--- config.mk ---
export PLATFORM = sky130hd
export DESIGN_NAME = sorted_priority_queue
export DESIGN_NICKNAME = d
export VERILOG_FILES = /design/src/sv/spq_pkg.sv /design/src/sv/spq_cell.sv /design/src/sv/sorted_priority_queue.sv
export SDC_FILE = /design/constraint.sdc
export NUM_CORES = 1
export LEC_CHECK = 0
export ABC_AREA = 1
export BUFFER_PORTS_ARGS = -buffer_cell sky130_fd_sc_hd__buf_2
export CELL_PAD_IN_SITES_DETAIL_PLACEMENT = 1
export CELL_PAD_IN_SITES_GLOBAL_PLACEMENT = 2
export CORE_ASPECT_RATIO = 1.25
export CORE_MARGIN = 10
export CORE_UTILIZATION = 45
export CTS_BUF_LIST = sky130_fd_sc_hd__clkbuf_8
export CTS_CLUSTER_DIAMETER = 200
export DETAILED_ROUTE_END_ITERATION = 16
export GPL_TIMING_DRIVEN = 0
export PLACE_DENSITY = 0.95
export SKIP_LAST_GASP = 1
export SYNTH_ARGS = -nofsm -noshare
export SYNTH_HDL_FRONTEND = slang
export SYNTH_HIERARCHICAL = 1
export SYNTH_SLANG_ARGS = --single-unit
--- constraint.sdc ---
create_clock -name aclk -period 5.8 [get_ports aclk]
set_input_delay 0.29 -clock aclk [delete_from_list [all_inputs] [get_ports aclk]]
set_output_delay 0.29 -clock aclk [all_outputs]
set_load 0.02 [all_outputs]
--- src/sv/spq_pkg.sv ---
`timescale 1ns / 1ps
`default_nettype none
// ----------------------------------------------------------------------------
// spq_pkg
// Shared types and constants of the sorted priority queue.
// ----------------------------------------------------------------------------
package spq_pkg;

    localparam int CAPACITY = 16;
    localparam int CNT_W    = $clog2(CAPACITY + 1);
    localparam int PRIO_W   = 8;
    localparam int BYTE_W   = 8;
    localparam int FILL_W   = 5;
    localparam int STAT_W   = 2;

    typedef enum logic {
        OP_ENQ = 1'b0,
        OP_DEQ = 1'b1
    } opcode_t;

    typedef enum logic [STAT_W-1:0] {
        ST_OK    = 2'd0,
        ST_EMPTY = 2'd1,
        ST_FULL  = 2'd2
    } status_t;

    typedef struct packed {
        logic [PRIO_W-1:0] prio;
        logic [BYTE_W-1:0] tbyte;
    } entry_t;

    // Broadcast to every cell at once.
    typedef struct packed {
        logic   insert;
        logic   remove;
        entry_t entry;
    } cell_cmd_t;

endpackage : spq_pkg
`default_nettype wire

--- src/sv/spq_cell.sv ---
`timescale 1ns / 1ps
`default_nettype none
// ----------------------------------------------------------------------------
// spq_cell
// One slot of the sorted chain: keeps, takes the new entry, or shifts.
// ----------------------------------------------------------------------------
module spq_cell (
    input  wire                       aclk,
    input  wire                       occupied,
    input  spq_pkg::cell_cmd_t        cmd,
    input  wire                       left_ge,
    input  spq_pkg::entry_t           left_entry,
    input  spq_pkg::entry_t           right_entry,
    output logic                      ge,
    output spq_pkg::entry_t           entry
);

    spq_pkg::entry_t entry_reg;
    spq_pkg::entry_t entry_next;

    // Entry stays ahead of the new one (equal priority stays ahead).
    assign ge    = occupied && (entry_reg.prio >= cmd.entry.prio);
    assign entry = entry_reg;

    always_comb begin
        entry_next = entry_reg;
        priority if (cmd.insert && !ge) begin
            if (left_ge) begin
                entry_next = cmd.entry;
            end else begin
                entry_next = left_entry;
            end
        end else if (cmd.remove) begin
            entry_next = right_entry;
        end
    end

    always_ff @(posedge aclk) begin
        entry_reg <= entry_next;
    end

endmodule : spq_cell
`default_nettype wire

--- src/sv/sorted_priority_queue.sv ---
`timescale 1ns / 1ps
`default_nettype none
// ----------------------------------------------------------------------------
// sorted_priority_queue
// Bounded priority queue built as a chain of sorting cells.
// ----------------------------------------------------------------------------
// Usage:
//   Input transfers carry a command in s_axis_tuser (0 enqueue, 1 dequeue);
//   an enqueue brings priority and task byte in s_axis_tdata. Every input
//   transfer yields exactly one result transfer on the m_axis side with the
//   dequeued byte, the fill level and a status (ok, empty, full).
//   All cells compare against the incoming priority at once and shift in
//   the same cycle, so one transfer is taken per cycle while the output is
//   not stalled; the result is registered and appears in the cycle after acceptance.
//   Throughput 1 item per cycle while m_axis_tready is high.
//   When the receiver stalls, the held result blocks s_axis_tready; the
//   next item is taken in the cycle the held result is transferred.
//   Equal priorities leave first in, first out. A full enqueue is dropped,
//   an empty dequeue returns byte 0.
//   Reset (aresetn low, synchronous) empties the queue and clears the
//   output valid; slot contents are not cleared.
// ----------------------------------------------------------------------------
module sorted_priority_queue (
    input  wire         aclk,
    input  wire         aresetn,
    input  wire         s_axis_tvalid,
    output logic        s_axis_tready,
    input  wire  [15:0] s_axis_tdata,  // [7:0] task_priority, [15:8] task_byte
    input  wire  [0:0]  s_axis_tuser,  // [0] opcode
    output logic        m_axis_tvalid,
    input  wire         m_axis_tready,
    output logic [15:0] m_axis_tdata,  // [7:0] out_byte, [12:8] fill_level
    output logic [1:0]  m_axis_tuser   // [1:0] status
);

    localparam int CAP = spq_pkg::CAPACITY;
    localparam int CW  = spq_pkg::CNT_W;
    localparam int FW  = spq_pkg::FILL_W;

    logic                     accept;
    logic                     full;
    logic                     empty;
    logic                     enq_ok;
    logic                     deq_ok;
    spq_pkg::opcode_t         opcode;
    spq_pkg::cell_cmd_t       cmd;
    logic [CAP-1:0]           occ;
    logic [CAP-1:0]           ge;
    spq_pkg::entry_t          cell_entry [CAP];

    logic [CW-1:0]            count_reg;
    logic [CW-1:0]            count_next;
    logic                     out_valid_reg;
    logic                     out_valid_next;
    logic [spq_pkg::BYTE_W-1:0] out_byte_reg;
    logic [spq_pkg::BYTE_W-1:0] out_byte_next;
    spq_pkg::status_t         status_reg;
    spq_pkg::status_t         status_next;
    logic [FW-1:0]            fill_reg;
    logic [FW-1:0]            fill_next;

    assign s_axis_tready = !out_valid_reg || m_axis_tready;
    assign accept        = s_axis_tvalid && s_axis_tready;
    assign opcode        = spq_pkg::opcode_t'(s_axis_tuser[0]);
    assign full          = (count_reg == CW'(CAP));
    assign empty         = (count_reg == '0);
    assign enq_ok        = accept && (opcode == spq_pkg::OP_ENQ) && !full;
    assign deq_ok        = accept && (opcode == spq_pkg::OP_DEQ) && !empty;

    assign cmd.insert      = enq_ok;
    assign cmd.remove      = deq_ok;
    assign cmd.entry.prio  = s_axis_tdata[7:0];
    assign cmd.entry.tbyte = s_axis_tdata[15:8];

    genvar gi;
    generate
        for (gi = 0; gi < CAP; gi++) begin : g_cell
            spq_pkg::entry_t left_e;
            spq_pkg::entry_t right_e;
            logic            left_g;

            assign occ[gi] = (count_reg > CW'(gi));

            if (gi == 0) begin : g_head
                assign left_g = 1'b1;
                assign left_e = cmd.entry;
            end else begin : g_mid
                assign left_g = ge[gi-1];
                assign left_e = cell_entry[gi-1];
            end

            if (gi == CAP - 1) begin : g_tail
                assign right_e = cell_entry[gi];
            end else begin : g_body
                assign right_e = cell_entry[gi+1];
            end

            spq_cell u_cell (
                .aclk        (aclk),
                .occupied    (occ[gi]),
                .cmd         (cmd),
                .left_ge     (left_g),
                .left_entry  (left_e),
                .right_entry (right_e),
                .ge          (ge[gi]),
                .entry       (cell_entry[gi])
            );
        end
    endgenerate

    always_comb begin
        count_next = count_reg;
        if (enq_ok) begin
            count_next = count_reg + CW'(1);
        end else if (deq_ok) begin
            count_next = count_reg - CW'(1);
        end
    end

    always_comb begin
        out_valid_next = out_valid_reg;
        out_byte_next  = out_byte_reg;
        status_next    = status_reg;
        fill_next      = fill_reg;
        if (accept) begin
            out_valid_next = 1'b1;
            out_byte_next  = deq_ok ? cell_entry[0].tbyte : '0;
            fill_next      = FW'(count_next);
            unique case (opcode)
                spq_pkg::OP_ENQ: status_next = full  ? spq_pkg::ST_FULL  : spq_pkg::ST_OK;
                spq_pkg::OP_DEQ: status_next = empty ? spq_pkg::ST_EMPTY : spq_pkg::ST_OK;
                default:         status_next = spq_pkg::ST_OK;
            endcase
        end else if (m_axis_tready) begin
            out_valid_next = 1'b0;
        end
    end

    always_ff @(posedge aclk) begin
        if (!aresetn) begin
            count_reg     <= '0;
            out_valid_reg <= 1'b0;
        end else begin
            count_reg     <= count_next;
            out_valid_reg <= out_valid_next;
        end
    end

    always_ff @(posedge aclk) begin
        out_byte_reg <= out_byte_next;
        status_reg   <= status_next;
        fill_reg     <= fill_next;
    end

    assign m_axis_tvalid = out_valid_reg;
    assign m_axis_tdata  = {3'b000, fill_reg, out_byte_reg};
    assign m_axis_tuser  = status_reg;

endmodule : sorted_priority_queue
`default_nettype wire

==> results.toml, run 1 <==
[clocking]
tritoncts.num_buffers = 49
clock-sinks = 277
clk_pin_slew_worst_paths_ns = 0.07
worstSkewPairLatency_ns = 0.63
post_cts_resize_count = 0
tritoncts = "yes"
cts.root.buffer_cell = "sky130_fd_sc_hd__clkbuf_8"
cts-root-to-sink-buffers = 3
cts.htree.levels = 2

[die]
die-height_um = 255
floorplan.die_area_sq_mm = 0.0529
floorplan.core_area_sq_mm = 0.0433
num_io_pins = 41
die_width_um = 208
initial_utilization_pct = 45.8
rows = 85

[setup_path]
rr_endpoint = "g_cell[11].u_cell/entry[11]"
cell_occurring_most_often_along_the_worst_timing_path = "sky130_fd_sc_hd__nand2_1"
path_depth = 9
worst_ep_required_time_ns = 6.02
timing.critical_path.slowest_cell_delay_ns = 0.80
worst_path_dominant_cell_family = "simple AND/OR/NAND/NOR gates"
ff_to_ff_start = "count_reg[1]"
worst-endpoint-arrival_ns = 3.82
critPathCapture = "g_cell[11].u_cell/entry[11]"
regToRegSetupSlack_ns = 2.20
worstSetupStartpointType = "flop"
worst_setup_path_end_kind = "flop"
timing.critical_path.fanout_max = 19
critPathSlowestCell = "sky130_fd_sc_hd__nor2_2"
crit_chain = "inv_1 -> ha_1 -> nand2_1 -> nor2_1 -> nor2_2 -> buf_2 -> nand2_4 -> buf_8 -> nand2_1"
start_point_of_the_critical_path = "count_reg[1]"
worstRegToRegCells = 9
critical_path_class = "reg2reg"
cp.buffers_inverters = 3

[logic_synthesis]
avgSynthCellArea_sq_um = 9.12
post_synthesis_cell_count = 2174
syn_area_sq_mm = 0.0198
ys_warn_count = 6

[global_routing]
grt.overflow.total = 0
grt_pass1_vias = 17019
groute.usage.overall_pct = 20.7
grt_pass1_wl_um = 89200
antenna_found_initial = 1
grt_start_max_net_pins = 34

[final_layout]
fin_cells = 2870
syn_to_final_growth_pct = 9.02
layout-drive-gt1-share_pct = 22.8
filler_cell_count = 5107
largest_register_ff_count = 256
most_common_cell_after_layout_fill_and_taps_aside = "sky130_fd_sc_hd__nand2_1"
diodes = 0
final_cell_mix = "sky130_fd_sc_hd__nand2_1, sky130_fd_sc_hd__edfxtp_1, sky130_fd_sc_hd__nand3_1"
num-nets-final = 2423

[place]
place.gp.congestion = 0.825
port-buffer-count = 37
dp_cells = 2778
detailedPlacementHpwl_um = 41400

[pwr]
power.density_cell_area_mw_per_mm2 = 295
power.combinational.fraction_pct = 29.1
vdd_drop_max_uv = 182
leakage_nw = 10.5
clock_power_share_pct = 26.1
p_int_mw = 4.18
p_sw_share_pct = 34.4
net_sw_power_mw = 2.19
seq_power_share_pct = 44.8

[detailed_routing]
drtPass1Iterations = 7
num_vias = 15339
first_iter_violations = 586
antenna_violating_nets_post_route = 0
drc = 0
detail_route.vias_per_cell = 5.34
routed_wire_length_per_instance_um = 19.6
wl_um = 56100

[timing]
final.period_utilization_pct = 62.1
rsz0062_at_grt = "false"
tns_ns = 0
final_count_of_negative_setup_slack_endpoints = 0
max_freq_mhz = 278
finalHoldWorstSlack_ns = 0.494
finalHoldViolCount = 0
timing_max_transition_violations_final = 0
timing.slew.headroom_pct = 4.40
timing_worst_slew_pin_value_ns = 1.43
clock_skew_ns = 0.0553
final_period_minus_worst_setup_slack_ns = 3.60

[run]
cap_viol_max_count = 0

[min_path]
hp-start = "s_axis_tdata[11]"
min-delay-path-class = "in2reg"

[outcome]
outcome = "completed"
metrics by stage:
stage                     area [sq um]  utilization [%]  power (mW)  setup WS [ns]
after floorplan                  19800                -        4.16           3.29
after CTS                        21600             49.9        6.44           2.23
after global placement           20700             47.9        4.64           2.33
after global routing             21600             49.9        6.76           2.09
final                            21600             49.9        6.37           2.20
after detailed placement         20700             47.9        4.75           2.24
timing repair:
action,in CTS,in global routing
setup buffers,0,0
hold endpoints to repair,6,0
hold buffers,4,0
per-layer routing:
layer	up-vias	global-route usage, %	wire length (um)	share of wire (%)
met5	-	0	0	0
met4	0	6.09	1260	2.3
met3	92	2.56	1500	2.7
met2	192	42.3	31600	56
met1	7579	21.4	21700	39
li1	7476	-	-	-
worst min path at each step:
stage | end | cells past startpoint | slack [ns]
6_report | g_cell[3].u_cell/entry[3] | 4 | 0.49
5_1_grt | g_cell[1].u_cell/entry[3] | 4 | 0.49
3_3_place_gp | g_cell[5].u_cell/entry[3] | 2 | 0.52
3_5_place_dp | g_cell[9].u_cell/entry[2] | 2 | 0.53
4_1_cts | g_cell[3].u_cell/entry[4] | 4 | 0.44
2_1_floorplan | m_axis_tvalid | 2 | 0.46
area by class of cell:
type	count	area, sq um	area share, %
multi-input cells	1561	9940	46.0
clock buffers	50	688	3.18
plain buffers	102	751	3.47
flip-flops and latches	277	8260	38.2
clock inverters	38	161	0.747
well taps	565	707	3.27
inverters	236	886	4.10
repair buffers	41	225	1.04
worst register-to-register path: cells and delay by family, from the launching register on:
family	cells	cell delay, ns
flops	1	0.50
fa+ha+maj	1	0.30
buf+inv	3	0.76
simple gates	5	1.64
power by group through the flow:
stage / logic, mW / registers, mW / clock network, mW
2_1_floorplan: 1.38 / 2.79 / 0
3_3_place_gp: 1.75 / 2.89 / 0
3_5_place_dp: 1.85 / 2.90 / 0
4_1_cts: 1.86 / 2.86 / 1.71
5_1_grt: 2.08 / 2.89 / 1.80
6_report: 1.85 / 2.85 / 1.66
Power figures use the tool's default switching activity.
==> inputs of run 2 (changes only) <==
- ABC_AREA: 1 -> 0
- CORE_UTILIZATION: 45 -> 47
- PLACE_DENSITY: 0.95 -> 0.92
- clock period: 5.8 -> 3.6 ns (I/O delays scaled with it)
==> run 2 against run 1 <==
Compared with the run above:
- global-route usage up 0.098 points
- critical path depth down 1
- hold slack worse by 0.26 ns
- clock power up 83%
- fmax up 2.6%
- cell area down 0.52%
- setup slack worse by 2.1 ns
- critical endpoint is now g_cell[11].u_cell/entry[10]
- highest routed layer is now met5
==> results.toml, run 2 <==
[timing]
max_freq_mhz = 285
clock_skew_ns = 0.0202
timing_worst_slew_pin_value_ns = 0.862
finalHoldWorstSlack_ns = 0.236
rsz0062_at_grt = "false"
final_period_minus_worst_setup_slack_ns = 3.51
final.period_utilization_pct = 97.5
timing_max_transition_violations_final = 0
timing.slew.headroom_pct = 42.5
finalHoldViolCount = 0
final_count_of_negative_setup_slack_endpoints = 0

[logic_synthesis]
post_synthesis_cell_count = 1476
ys_warn_count = 6
avgSynthCellArea_sq_um = 13.2
syn_area_sq_mm = 0.0194

[clocking]
cts.htree.levels = 2
worstSkewPairLatency_ns = 0.61
cts.root.buffer_cell = "sky130_fd_sc_hd__clkbuf_8"
clock-sinks = 277
tritoncts.num_buffers = 50
clk_pin_slew_worst_paths_ns = 0.06
tritoncts = "yes"
cts-root-to-sink-buffers = 3

[die]
floorplan.core_area_sq_mm = 0.0410
die-height_um = 247
floorplan.die_area_sq_mm = 0.0499
initial_utilization_pct = 47.4
num_io_pins = 41
rows = 83
die_width_um = 202

[setup_path]
worst_ep_required_time_ns = 3.95
worst_setup_path_end_kind = "flop"
timing.critical_path.fanout_max = 10
worstSetupStartpointType = "flop"
critical_path_class = "reg2reg"
worst-endpoint-arrival_ns = 3.86

[global_routing]
grt_pass1_vias = 14258
groute.usage.overall_pct = 20.8
antenna_found_initial = 1
grt_start_max_net_pins = 34
grt.overflow.total = 0
grt_pass1_wl_um = 81500

[place]
port-buffer-count = 37
place.gp.congestion = 0.808
detailed_place.area_sq_mm = 0.0203
detailedPlacementHpwl_um = 38100

[final_layout]
final_cell_area_sq_mm = 0.0215
utilization_pct = 52.4
syn_to_final_growth_pct = 10.7
most_common_cell_after_layout_fill_and_taps_aside = "sky130_fd_sc_hd__mux2_2"
final_cell_mix = "sky130_fd_sc_hd__mux2_2, sky130_fd_sc_hd__edfxtp_1, sky130_fd_sc_hd__inv_1"
diodes = 0
layout-drive-gt1-share_pct = 44.2
num-nets-final = 1734
largest_register_ff_count = 256

[pwr]
vdd_drop_max_uv = 355
power.density_cell_area_mw_per_mm2 = 932
leakage_nw = 8.89

[min_path]
min-delay-path-class = "in2reg"

[detailed_routing]
drtPass1Iterations = 4
first_iter_violations = 566
drc = 0
wl_um = 52900
num_vias = 12482
antenna_violating_nets_post_route = 0
routed_wire_length_per_instance_um = 24.4
detail_route.vias_per_cell = 5.75

[run]
cap_viol_max_count = 0

[outcome]
outcome = "completed"
-- run 2: cell count changes in the layout (fill, tap and decap cells not counted), moves of 18 or more --
| cell | previous run | this run |
|---|---|---|
| sky130_fd_sc_hd__mux2_4 | 0 | 160 |
| sky130_fd_sc_hd__buf_4 | 35 | 8 |
| sky130_fd_sc_hd__nand2_4 | 32 | 0 |
| sky130_fd_sc_hd__buf_2 | 70 | 38 |
| sky130_fd_sc_hd__mux2_2 | 256 | 352 |
| sky130_fd_sc_hd__o21ai_0 | 6 | 40 |
| sky130_fd_sc_hd__nand3_1 | 266 | 2 |
| sky130_fd_sc_hd__nand2_1 | 695 | 24 |
| sky130_fd_sc_hd__inv_1 | 256 | 166 |
| sky130_fd_sc_hd__nor2_2 | 34 | 16 |
-- run 2: per-layer routing --
metal  part of all wire (%)  up-vias  routed length [um]  global-route usage (%)
li1                       -     5729                   -                       -
met1                     37     6364               19800                    21.0
met2                     55      245               28900                    40.4
met3                    3.3      142                1770                    3.43
met4                    4.6        2                2460                    10.4
met5                  0.030        -                  16                       0
-- run 2: area by class of cell --
| cell class | instances | area, sq um |
|---|---|---|
| Fill cell | 4102 | 19500 |
| Multi-Input combinational cell | 990 | 10300 |
| Sequential cell | 277 | 8260 |
| Clock buffer | 51 | 702 |
| Tap cell | 552 | 691 |
| Inverter | 155 | 588 |
| Buffer | 56 | 365 |
| Timing Repair Buffer | 48 | 303 |
| Clock inverter | 41 | 285 |
| Timing Repair inverter | 1 | 7.51 |
-- run 2: final timing paths --
| check | slack, ns | start | cells after the start | to |
|---|---|---|---|---|
| setup reg to reg | 0.09 | count_reg[1] | 8 | g_cell[11].u_cell/entry[10] |
| hold / removal | 0.24 | m_axis_tready | 5 | count_reg[4] |
| hold reg to reg | 0.57 | g_cell[6].u_cell/entry[4] | 1 | g_cell[5].u_cell/entry[4] |
| setup / recovery | 0.09 | count_reg[1] | 8 | g_cell[11].u_cell/entry[10] |
-- run 2: timing repair --
item,in CTS,in global routing
gates cloned,1,0
endpoints found under the setup margin,512,148
gates resized for setup,35,9
pin swaps,1,0
buffers inserted,7,0
hold buffers,4,0
endpoints found under the hold margin,7,0
-- run 2: critical path, cell delays in order, from the launching register on --
cell                       delay [ns]
sky130_fd_sc_hd__dfxtp_1         0.37
sky130_fd_sc_hd__clkbuf_2        0.24
sky130_fd_sc_hd__a21oi_1         0.09
sky130_fd_sc_hd__o21ai_0         0.55
sky130_fd_sc_hd__o31a_1          0.25
sky130_fd_sc_hd__clkbuf_1        0.44
sky130_fd_sc_hd__clkbuf_1        0.59
sky130_fd_sc_hd__mux2_2          0.43
sky130_fd_sc_hd__mux2_4          0.27
-- run 2: report_power, final --
| part | internal (mW) | switching, mW | leakage (nW) |
|---|---|---|---|
| registers | 6.15 | 1.34 | 2.66 |
| logic | 5.25 | 4.28 | 5.66 |
| clock network | 1.62 | 1.42 | 0.566 |
| total | 13.0 | 7.03 | 8.89 |
-- run 2: per-stage QoR --
stage | setup TNS, ns | setup WS (ns) | power (mW) | std cells
floorplan | 0 | 0.456 | 14.2 | 1478
global placement | -253.98 | -0.636 | 16.3 | 2067
detailed placement | -321.06 | -0.794 | 16.9 | 2067
CTS | 0 | 0.0116 | 20.1 | 2171
global route | 0 | 0.0359 | 21.2 | 2171
finish | 0 | 0.0904 | 20.0 | 2171
